$ cat config.mk
export PLATFORM = sky130hd
export DESIGN_NAME = arp_cache_table
export DESIGN_NICKNAME = d
export VERILOG_FILES = /design/src/design/arpc_pkg.sv /design/src/design/arpc_ram.sv /design/src/design/arpc_seq.sv /design/src/design/arp_cache_table.sv
export SDC_FILE = /design/constraint.sdc
export NUM_CORES = 1
export LEC_CHECK = 0
export ABC_AREA = 1
export BUFFER_PORTS_ARGS = -buffer_cell sky130_fd_sc_hd__buf_2
export CORE_ASPECT_RATIO = 0.75
export CORE_UTILIZATION = 31
export CTS_BUF_LIST = sky130_fd_sc_hd__clkbuf_8
export DETAILED_ROUTE_END_ITERATION = 6
export SYNTH_ARGS = -nofsm -noshare
export SYNTH_HDL_FRONTEND = slang
export SYNTH_HIERARCHICAL = 1
export SYNTH_SLANG_ARGS = --single-unit
$ cat constraint.sdc
create_clock -name clk -period 12.3 [get_ports clk]
set_input_delay 1.23 -clock clk [delete_from_list [all_inputs] [get_ports clk]]
set_output_delay 1.23 -clock clk [all_outputs]
set_load 0.01 [all_outputs]
$ cat src/design/arpc_pkg.sv
// ----------------------------------------------------------------------------
// arpc_pkg
// Shared types and constants for the ARP cache table: entry layout,
// request and status codes, result bundle.
// ----------------------------------------------------------------------------
`default_nettype none

package arpc_pkg;

	// table geometry
	localparam int TABLE_DEPTH = 8;
	localparam int LIFE_W      = 16;
	localparam int IDX_W       = (TABLE_DEPTH > 1) ? $clog2(TABLE_DEPTH) : 1;
	localparam int CNT_W       = $clog2(TABLE_DEPTH + 1);

	// request kinds carried on the input tuser
	typedef enum logic [1:0] {
		REQ_TICK    = 2'd0,
		REQ_ADD     = 2'd1,
		REQ_LOOKUP  = 2'd2,
		REQ_ABANDON = 2'd3
	} req_e;

	// result status codes carried on the output tuser
	typedef enum logic [2:0] {
		ST_HIT         = 3'd0,
		ST_INSERTED    = 3'd1,
		ST_PENDING_NEW = 3'd2,
		ST_PENDING_OLD = 3'd3,
		ST_FULL        = 3'd4,
		ST_NONE        = 3'd5
	} status_e;

	// one table entry as stored in the memory; life of zero means slot free
	typedef struct packed {
		logic [31:0]       ip;
		logic [47:0]       mac;
		logic              resolved;
		logic [LIFE_W-1:0] life;
	} entry_t;

	// result of one request, handed from the sequencer to the output stage
	typedef struct packed {
		status_e    status;
		logic [47:0] mac;
		logic [2:0]  index;
		logic        need;
		logic [3:0]  expired;
	} res_t;

endpackage

`default_nettype wire

$ cat src/design/arpc_ram.sv
// ----------------------------------------------------------------------------
// arpc_ram
// Simple dual-port synchronous RAM: one write port, one read port with
// registered read data.
// ----------------------------------------------------------------------------
`default_nettype none

module arpc_ram #(
	parameter int WIDTH = 8,
	parameter int DEPTH = 8
) (
	input  wire logic                                       clk,
	input  wire logic                                       we,
	input  wire logic [((DEPTH > 1) ? $clog2(DEPTH) : 1)-1:0] waddr,
	input  wire logic [WIDTH-1:0]                           wdata,
	input  wire logic                                       re,
	input  wire logic [((DEPTH > 1) ? $clog2(DEPTH) : 1)-1:0] raddr,
	output logic      [WIDTH-1:0]                           rdata
);

	logic [WIDTH-1:0] mem [DEPTH];

	// write port
	always_ff @(posedge clk) begin
		if (we) begin
			mem[waddr] <= wdata;
		end
	end

	// registered read port
	always_ff @(posedge clk) begin
		if (re) begin
			rdata <= mem[raddr];
		end
	end

endmodule

`default_nettype wire

$ cat src/design/arpc_seq.sv
// ----------------------------------------------------------------------------
// arpc_seq
// Request sequencer: scans the entry memory one slot a cycle, ages entries
// on a tick, then applies the add, lookup or abandon to the chosen slot.
// ----------------------------------------------------------------------------
`default_nettype none

module arpc_seq import arpc_pkg::*; (
	input  wire logic              clk,
	input  wire logic              arst_n,
	// request side
	input  wire logic              in_valid,
	output logic                   in_ready,
	input  wire req_e              in_req,
	input  wire logic [31:0]       in_ip,
	input  wire logic [47:0]       in_mac,
	input  wire logic [LIFE_W-1:0] lifetime,
	// result side
	output logic                   res_valid,
	input  wire logic              res_take,
	output res_t                   res,
	// entry memory
	output logic                   mem_re,
	output logic [IDX_W-1:0]       mem_raddr,
	input  wire entry_t            mem_rdata,
	output logic                   mem_we,
	output logic [IDX_W-1:0]       mem_waddr,
	output entry_t                 mem_wdata
);

	typedef enum logic [3:0] {
		S_IDLE = 4'b0001,
		S_SCAN = 4'b0010,
		S_ACT  = 4'b0100,
		S_DONE = 4'b1000
	} state_e;

	state_e state_q;
	req_e   req_q;
	logic [31:0] ip_q;
	logic [47:0] mac_q;
	logic [CNT_W-1:0] issue_q;
	logic [CNT_W-1:0] exp_q;
	logic             vld_s1;
	logic [IDX_W-1:0] idx_s1;
	logic             wr_s1;
	logic             match_hit_q;
	logic [IDX_W-1:0] match_idx_q;
	logic             match_res_q;
	logic [47:0]      match_mac_q;
	logic             free_hit_q;
	logic [IDX_W-1:0] free_idx_q;
	logic [TABLE_DEPTH-1:0] wr_bits_q;
	res_t             res_q;

	logic        accept;
	logic        scan_last;
	entry_t      ent;
	logic [LIFE_W-1:0] life_dec;
	logic        tick_we;
	logic        tick_expire;
	logic        act_we;
	logic        act_clear;
	logic [IDX_W-1:0] act_idx;
	entry_t      act_wdata;
	res_t        act_res;

	assign accept    = in_valid && in_ready;
	assign in_ready  = (state_q == S_IDLE);
	assign res_valid = (state_q == S_DONE);
	assign res       = res_q;

	// read issue: one slot a cycle during the scan
	assign mem_re    = (state_q == S_SCAN) && (issue_q < CNT_W'(TABLE_DEPTH));
	assign mem_raddr = issue_q[IDX_W-1:0];

	// returned entry; a slot never written reads as all zero
	assign ent       = wr_s1 ? mem_rdata : '0;
	assign scan_last = vld_s1 && (idx_s1 == IDX_W'(TABLE_DEPTH - 1));

	// aging on a tick
	assign life_dec    = ent.life - LIFE_W'(1);
	assign tick_we     = vld_s1 && (req_q == REQ_TICK) && (ent.life != '0);
	assign tick_expire = tick_we && (life_dec == '0);

	// apply the request to the chosen slot once the scan is over
	always_comb begin
		act_we    = 1'b0;
		act_clear = 1'b0;
		act_idx   = match_idx_q;
		act_wdata = '{ip: ip_q, mac: mac_q, resolved: 1'b1, life: lifetime};
		act_res   = '{status: ST_NONE, mac: '0, index: '0, need: 1'b0, expired: '0};
		case (req_q)
			REQ_TICK: begin
				act_res.expired = 4'(exp_q);
			end
			REQ_ADD: begin
				if (match_hit_q) begin
					act_we         = 1'b1;
					act_res.status = ST_HIT;
					act_res.index  = 3'(match_idx_q);
				end else if (free_hit_q) begin
					act_we         = 1'b1;
					act_idx        = free_idx_q;
					act_res.status = ST_INSERTED;
					act_res.index  = 3'(free_idx_q);
				end else begin
					act_res.status = ST_FULL;
				end
			end
			REQ_LOOKUP: begin
				if (match_hit_q) begin
					act_res.index = 3'(match_idx_q);
					if (match_res_q) begin
						act_res.status = ST_HIT;
						act_res.mac    = match_mac_q;
					end else begin
						act_res.status = ST_PENDING_OLD;
						act_res.need   = 1'b1;
					end
				end else if (free_hit_q) begin
					act_we             = 1'b1;
					act_idx            = free_idx_q;
					act_wdata.mac      = '0;
					act_wdata.resolved = 1'b0;
					act_res.status     = ST_PENDING_NEW;
					act_res.index      = 3'(free_idx_q);
					act_res.need       = 1'b1;
				end else begin
					act_res.status = ST_FULL;
				end
			end
			REQ_ABANDON: begin
				if (match_hit_q && !match_res_q) begin
					act_clear      = 1'b1;
					act_res.status = ST_HIT;
					act_res.index  = 3'(match_idx_q);
				end
			end
			default: begin
				act_res.status = ST_NONE;
			end
		endcase
	end

	// memory write port: tick write-back during the scan, update afterwards
	always_comb begin
		mem_we    = 1'b0;
		mem_waddr = idx_s1;
		mem_wdata = '{ip: ent.ip, mac: ent.mac, resolved: ent.resolved, life: life_dec};
		if ((state_q == S_SCAN) && tick_we && !tick_expire) begin
			mem_we = 1'b1;
		end else if ((state_q == S_ACT) && act_we) begin
			mem_we    = 1'b1;
			mem_waddr = act_idx;
			mem_wdata = act_wdata;
		end
	end

	// control state
	always_ff @(posedge clk or negedge arst_n) begin
		if (!arst_n) begin
			state_q   <= S_IDLE;
			issue_q   <= '0;
			vld_s1    <= 1'b0;
			wr_bits_q <= '0;
		end else begin
			vld_s1 <= mem_re;
			case (state_q)
				S_IDLE: begin
					if (accept) begin
						state_q <= S_SCAN;
						issue_q <= '0;
					end
				end
				S_SCAN: begin
					if (mem_re) begin
						issue_q <= issue_q + CNT_W'(1);
					end
					if (tick_expire) begin
						wr_bits_q[idx_s1] <= 1'b0;
					end
					if (scan_last) begin
						state_q <= S_ACT;
					end
				end
				S_ACT: begin
					if (act_we) begin
						wr_bits_q[act_idx] <= 1'b1;
					end
					if (act_clear) begin
						wr_bits_q[act_idx] <= 1'b0;
					end
					state_q <= S_DONE;
				end
				S_DONE: begin
					if (res_take) begin
						state_q <= S_IDLE;
					end
				end
				default: begin
					state_q <= S_IDLE;
				end
			endcase
		end
	end

	// request capture, scan bookkeeping and result
	always_ff @(posedge clk) begin
		idx_s1 <= mem_raddr;
		wr_s1  <= wr_bits_q[mem_raddr];
		if (accept) begin
			req_q       <= in_req;
			ip_q        <= in_ip;
			mac_q       <= in_mac;
			exp_q       <= '0;
			match_hit_q <= 1'b0;
			free_hit_q  <= 1'b0;
		end else if ((state_q == S_SCAN) && vld_s1) begin
			// first occupied slot with this address
			if (!match_hit_q && (ent.life != '0) && (ent.ip == ip_q)) begin
				match_hit_q <= 1'b1;
				match_idx_q <= idx_s1;
				match_res_q <= ent.resolved;
				match_mac_q <= ent.mac;
			end
			// lowest free slot
			if (!free_hit_q && (ent.life == '0)) begin
				free_hit_q <= 1'b1;
				free_idx_q <= idx_s1;
			end
			if (tick_expire) begin
				exp_q <= exp_q + CNT_W'(1);
			end
		end
		if (state_q == S_ACT) begin
			res_q <= act_res;
		end
	end

	// checks
	a_accept_scan: assert property (@(posedge clk) disable iff (!arst_n)
		accept |=> (state_q == S_SCAN))
		else $error("accepted request did not start a scan");

	a_we_phase: assert property (@(posedge clk) disable iff (!arst_n)
		mem_we |-> ((state_q == S_ACT) || ((state_q == S_SCAN) && (req_q == REQ_TICK))))
		else $error("entry write outside tick scan or update");

	a_exp_bound: assert property (@(posedge clk) disable iff (!arst_n)
		(state_q == S_ACT) |-> (exp_q <= CNT_W'(TABLE_DEPTH)))
		else $error("expired count beyond table depth");

	a_act_done: assert property (@(posedge clk) disable iff (!arst_n)
		(state_q == S_ACT) |=> (state_q == S_DONE))
		else $error("update step not followed by result");

endmodule

`default_nettype wire

$ cat src/design/arp_cache_table.sv
// ----------------------------------------------------------------------------
// arp_cache_table
// ARP cache of IPv4 to MAC entries with per-entry lifetime, stream interface.
// ----------------------------------------------------------------------------
// One request is handled at a time; the next is taken only once the result
// of the last has gone to the output register. The entry memory has a
// single read port with registered read data, so the sequencer reads one
// slot a cycle, then writes the chosen slot and hands the result to the
// output register. A finished result waits in that register while the next
// request is taken. A tick ages every slot during its scan and clears those
// that run out. There is no clearing pass after reset: a flop per slot marks
// it written, and an unwritten slot reads as free. default_lifetime may only
// be written while no request is in flight; a written value of zero is taken
// as one.
`default_nettype none

module arp_cache_table import arpc_pkg::*; (
	input  wire logic        clk,
	input  wire logic        arst_n,
	// configuration: default_lifetime
	input  wire logic        cfg_wen,
	input  wire logic [15:0] cfg_wdata,
	// request stream
	input  wire logic        s_tvalid,
	output logic             s_tready,
	input  wire logic [79:0] s_tdata,   // ip_addr[31:0], mac_addr[79:32]
	input  wire logic [1:0]  s_tuser,   // req_type[1:0]
	// result stream
	output logic             m_tvalid,
	input  wire logic        m_tready,
	output logic [55:0]      m_tdata,   // mac_out[47:0], entry_index[50:48],
	                                    // request_needed[51], expired_count[55:52]
	output logic [2:0]       m_tuser    // status[2:0]
);

	localparam logic [LIFE_W-1:0] LIFE_RST = LIFE_W'(1000);

	logic [LIFE_W-1:0] life_q;
	logic [LIFE_W-1:0] cfg_life;
	logic              res_valid;
	logic              res_take;
	res_t              res;
	logic              mem_re;
	logic [IDX_W-1:0]  mem_raddr;
	entry_t            mem_rdata;
	logic              mem_we;
	logic [IDX_W-1:0]  mem_waddr;
	entry_t            mem_wdata;

	// lifetime register, zero stored as one
	assign cfg_life = LIFE_W'(cfg_wdata);

	always_ff @(posedge clk or negedge arst_n) begin
		if (!arst_n) begin
			life_q <= LIFE_RST;
		end else if (cfg_wen) begin
			life_q <= (cfg_life == '0) ? LIFE_W'(1) : cfg_life;
		end
	end

	arpc_seq u_seq (
		.clk       (clk),
		.arst_n    (arst_n),
		.in_valid  (s_tvalid),
		.in_ready  (s_tready),
		.in_req    (req_e'(s_tuser)),
		.in_ip     (s_tdata[31:0]),
		.in_mac    (s_tdata[79:32]),
		.lifetime  (life_q),
		.res_valid (res_valid),
		.res_take  (res_take),
		.res       (res),
		.mem_re    (mem_re),
		.mem_raddr (mem_raddr),
		.mem_rdata (mem_rdata),
		.mem_we    (mem_we),
		.mem_waddr (mem_waddr),
		.mem_wdata (mem_wdata)
	);

	arpc_ram #(
		.WIDTH ($bits(entry_t)),
		.DEPTH (TABLE_DEPTH)
	) u_ram (
		.clk   (clk),
		.we    (mem_we),
		.waddr (mem_waddr),
		.wdata (mem_wdata),
		.re    (mem_re),
		.raddr (mem_raddr),
		.rdata (mem_rdata)
	);

	// output register: load when empty or being drained
	assign res_take = res_valid && (!m_tvalid || m_tready);

	always_ff @(posedge clk or negedge arst_n) begin
		if (!arst_n) begin
			m_tvalid <= 1'b0;
		end else if (res_take) begin
			m_tvalid <= 1'b1;
		end else if (m_tready) begin
			m_tvalid <= 1'b0;
		end
	end

	always_ff @(posedge clk) begin
		if (res_take) begin
			m_tdata <= {res.expired, res.need, res.index, res.mac};
			m_tuser <= res.status;
		end
	end

endmodule

`default_nettype wire

==> metrics.yaml <==
sta:
  slew_viol_final: 0
  relSlewSlack: 0.07100
  finalSetupViolations: 0
  fin_crit_sh: 0.4829
  max_freq_mhz: 168.4
  tns_ns: 0
  tightest_slew_ns: 1.379
  rsz0062_at_grt: "false"
  hold_violations: 0
  whs_ns: 0.4117
  period_minus_slack_ns: 5.939
  skew_ns: 0.06638
power:
  p_leak_uw: 0.02441
  totalPowerFinal_uw: 10730
  seq_power_share: 0.485
  vdd_drop_max_mv: 0.1762
  power_frac_comb: 0.230
  powerDensity_nw_per_um2: 190.8
  clkPwrFrac: 0.285
  sw_frac_of_total: 0.3329
  p_int_uw: 7157
  power.switching_uw: 3572
clock_tree:
  cts_sinks: 1172
  cts_max_level: 4
  post_cts.repair.setup_buffers: 0
  ctsHoldBuffers: 0
  clock_latency_ns: 0.91
  cts_buffer_depth: 3
  cts.clk_slew.worst_paths_ns: 0.06
  cts_tree: "built"
  postCtsResizedCells: 0
  root_buffer: "clkbuf_8"
  cts_buffers: 189
logic_synthesis:
  ys_warn_count: 6
  synth_top_area_cell: "edfxtp_1"
  synth_fa_ha_area_frac: 0.002257
  avgSynthCellArea_um2: 10.47
  synth_xor_area_frac: 0.002106
  synth_compound_area_frac: 0.01931
  ys_types: 44
  syn_inst: 4768
  synth.top_cell.area_share: 0.6788
  synth_top_family_by_area: "simple AND/OR/NAND/NOR gates"
  ys_seq_area_frac: 0.7001
  post_synth_and_or_nand_nor_area_fraction: 0.1839
  syn-cell-area_um2: 49900
  synth.area.top_cells: "edfxtp_1 (68%), nand2_1 (12%), inv_1 (7.2%), nand3_1 (4.7%), dfrtp_1 (1.4%)"
  muxShareOfSynthArea: 0
  synthesis.nets: 4880
  ys_ff_latch: 1172
floorplanning:
  die_y_um: 349.5
  rows: 127
  die_x_um: 465.3
  ios: 164
  core_region_area_um2: 159900
  initial_utilization: 0.3122
  die_area_um2: 162600
global_route:
  grt_max_degree: 207
  grt_pass1_wl_um: 186200
  antenna_found_initial: 5
  grtUsageTotal: 0.1491
  grt_pass1_vias: 30960
  overflow: 0
setup_path:
  cp.arrival_ns: 6.45
  cp.required_ns: 12.81
  crit_type: "reg2reg"
  endpoint_kind: "register"
  r2r_slack_ns: 6.36
  reg2reg_to: "u_ram/mem[4][12]"
  worstReg2RegStart: "u_seq/wr_s1"
  critPathCapture: "u_ram/mem[4][12]"
  r2r_cells: 17
  start_kind: "register"
  cp_max_fo: 53
  startpoint: "u_seq/wr_s1"
route:
  viasPerCell: 4.443
  routedWlPerCell_um: 16.87
  dr_total_vias: 32020
  drt-pass1-iter-count: 6
  finalWirelength_um: 121600
  drt_iter0_drc: 2652
  ant_nets: 0
  post-route-drc-count: 0
layout:
  final_cell_mix: "nand2_1 (1588), edfxtp_1 (1128), inv_1 (1016)"
  layout_commonest_cell: "nand2_1"
  area_growth_pct: 12.69
  final-seq-area_um2: 34950
  multiInputGateArea_um2: 10460
  nets: 5073
  layout-drive-gt1-share: 0.09551
  fillers: 15920
run_status:
  status: "completed"
place:
  globalplace.congestion: 0.8328
  io_buffers: 163
  dp_hpwl_um: 65470
job:
  drv_cap: 0
worst_hold_path:
  worst_hold_path_type: "reg2reg"
## cell usage after synthesis (all sizes together)
cell and number:
a21oi 12, a221oi 1, a22o 1, a31oi 13, buf 158, clkbuf 42, dfrtp 27, dfstp 7
dfxtp 10, edfxtp 1128, ha 9, inv 961, nand2 1606, nand3 465, nand3b 1, nand4 14
nor2 134, nor3 6, nor4 5, o2111a 1, o2111ai 1, o211ai 2, o21ai 131, o21bai 2
o22ai 3, o311ai 7, o31ai 2, or2 7, xnor2 9, xor2 3
## worst min-delay path by stage
stage	startpoint	end	slack (ns)	cells after the start
floorplan	u_seq/issue_q[2]	u_seq/idx_s1[2]	0.37	0
detailed placement	u_seq/res[50]	m_tdata[42]	0.41	0
CTS	arst_n	life_q[1]	0.37	1
global route	u_seq/res[7]	m_tdata[50]	0.43	0
global placement	u_seq/res[20]	m_tdata[12]	0.40	0
finish	u_seq/res[40]	m_tdata[32]	0.41	0
## sequential cells by signal, indices dropped and copies added, names as in the netlist, 4 cells and up
name and count:
u_ram/rdata 97, u_seq/issue_q 4, u_seq/match_mac_q 48, u_seq/ip_q 32, m_tdata 56, u_ram/mem 776
u_seq/mac_q 48, u_seq/state_q 4, u_seq/exp_q 4, u_seq/wr_bits_q 8, u_seq/res 59, life_q 16
## critical path: stages (launching register included)
cell	delay (ns)
dfxtp_4	0.90
buf_4	0.81
nand2_1	0.27
nand2_1	0.21
inv_1	0.06
nand2_1	0.05
nor2_1	0.06
nand2_1	0.09
nand2_1	0.06
nand2_1	0.08
nor2_1	0.05
nand2_1	0.10
nor2_4	0.06
o21ai_0	0.24
nand2_1	0.29
nor2_4	0.79
buf_4	0.56
buf_4	0.81
## cell families after synthesis
family | Yosys count
simple gates | 2238
flops | 1172
buf+inv | 1161
compound gates | 176
xor+xnor | 12
fa+ha+maj | 9
## per-stage QoR
| step | cell area [µm²] | setup slack [ns] | util | std cells |
|---|---|---|---|---|
| 2_1_floorplan | 49900 | 5.736 | - | 4768 |
| 3_3_place_gp | 52900 | 6.368 | 0.3309 | 6898 |
| 3_5_place_dp | 52900 | 6.378 | 0.3309 | 6898 |
| 4_1_cts | 56230 | 6.366 | 0.3517 | 7206 |
| 5_1_grt | 56230 | 6.040 | 0.3517 | 7207 |
| 6_report | 56230 | 6.361 | 0.3517 | 7207 |
## layer usage
metal,GRT usage,vias to the layer above,routed length [µm]
met5,0,-,0
met1,0.2050,15330,55710
li1,-,15570,-
met2,0.2393,916,56000
met3,0.02691,198,7232
met4,0.04519,0,2620
## final cells by class
class | instances | share of cell area
Multi-Input combinational cell | 2435 | 0.1861
Timing Repair Buffer | 202 | 0.02127
Clock inverter | 117 | 0.01239
Sequential cell | 1172 | 0.6215
Inverter | 961 | 0.06460
Antenna cell | 1 | 0.00004450
Clock buffer | 191 | 0.04675
Tap cell | 2128 | 0.04735
## power by group through the flow
| stage | clock (µW) | sequential, µW | combinational [µW] |
|---|---|---|---|
| 5_1_grt | 3320 | 5220 | 2790 |
| 2_1_floorplan | 0 | 5180 | 1760 |
| 6_report | 3060 | 5200 | 2470 |
| 3_3_place_gp | 0 | 5280 | 2450 |
| 3_5_place_dp | 0 | 5280 | 2470 |
| 4_1_cts | 3160 | 5200 | 2480 |
No activity file was read; power rests on OpenSTA's default activity.
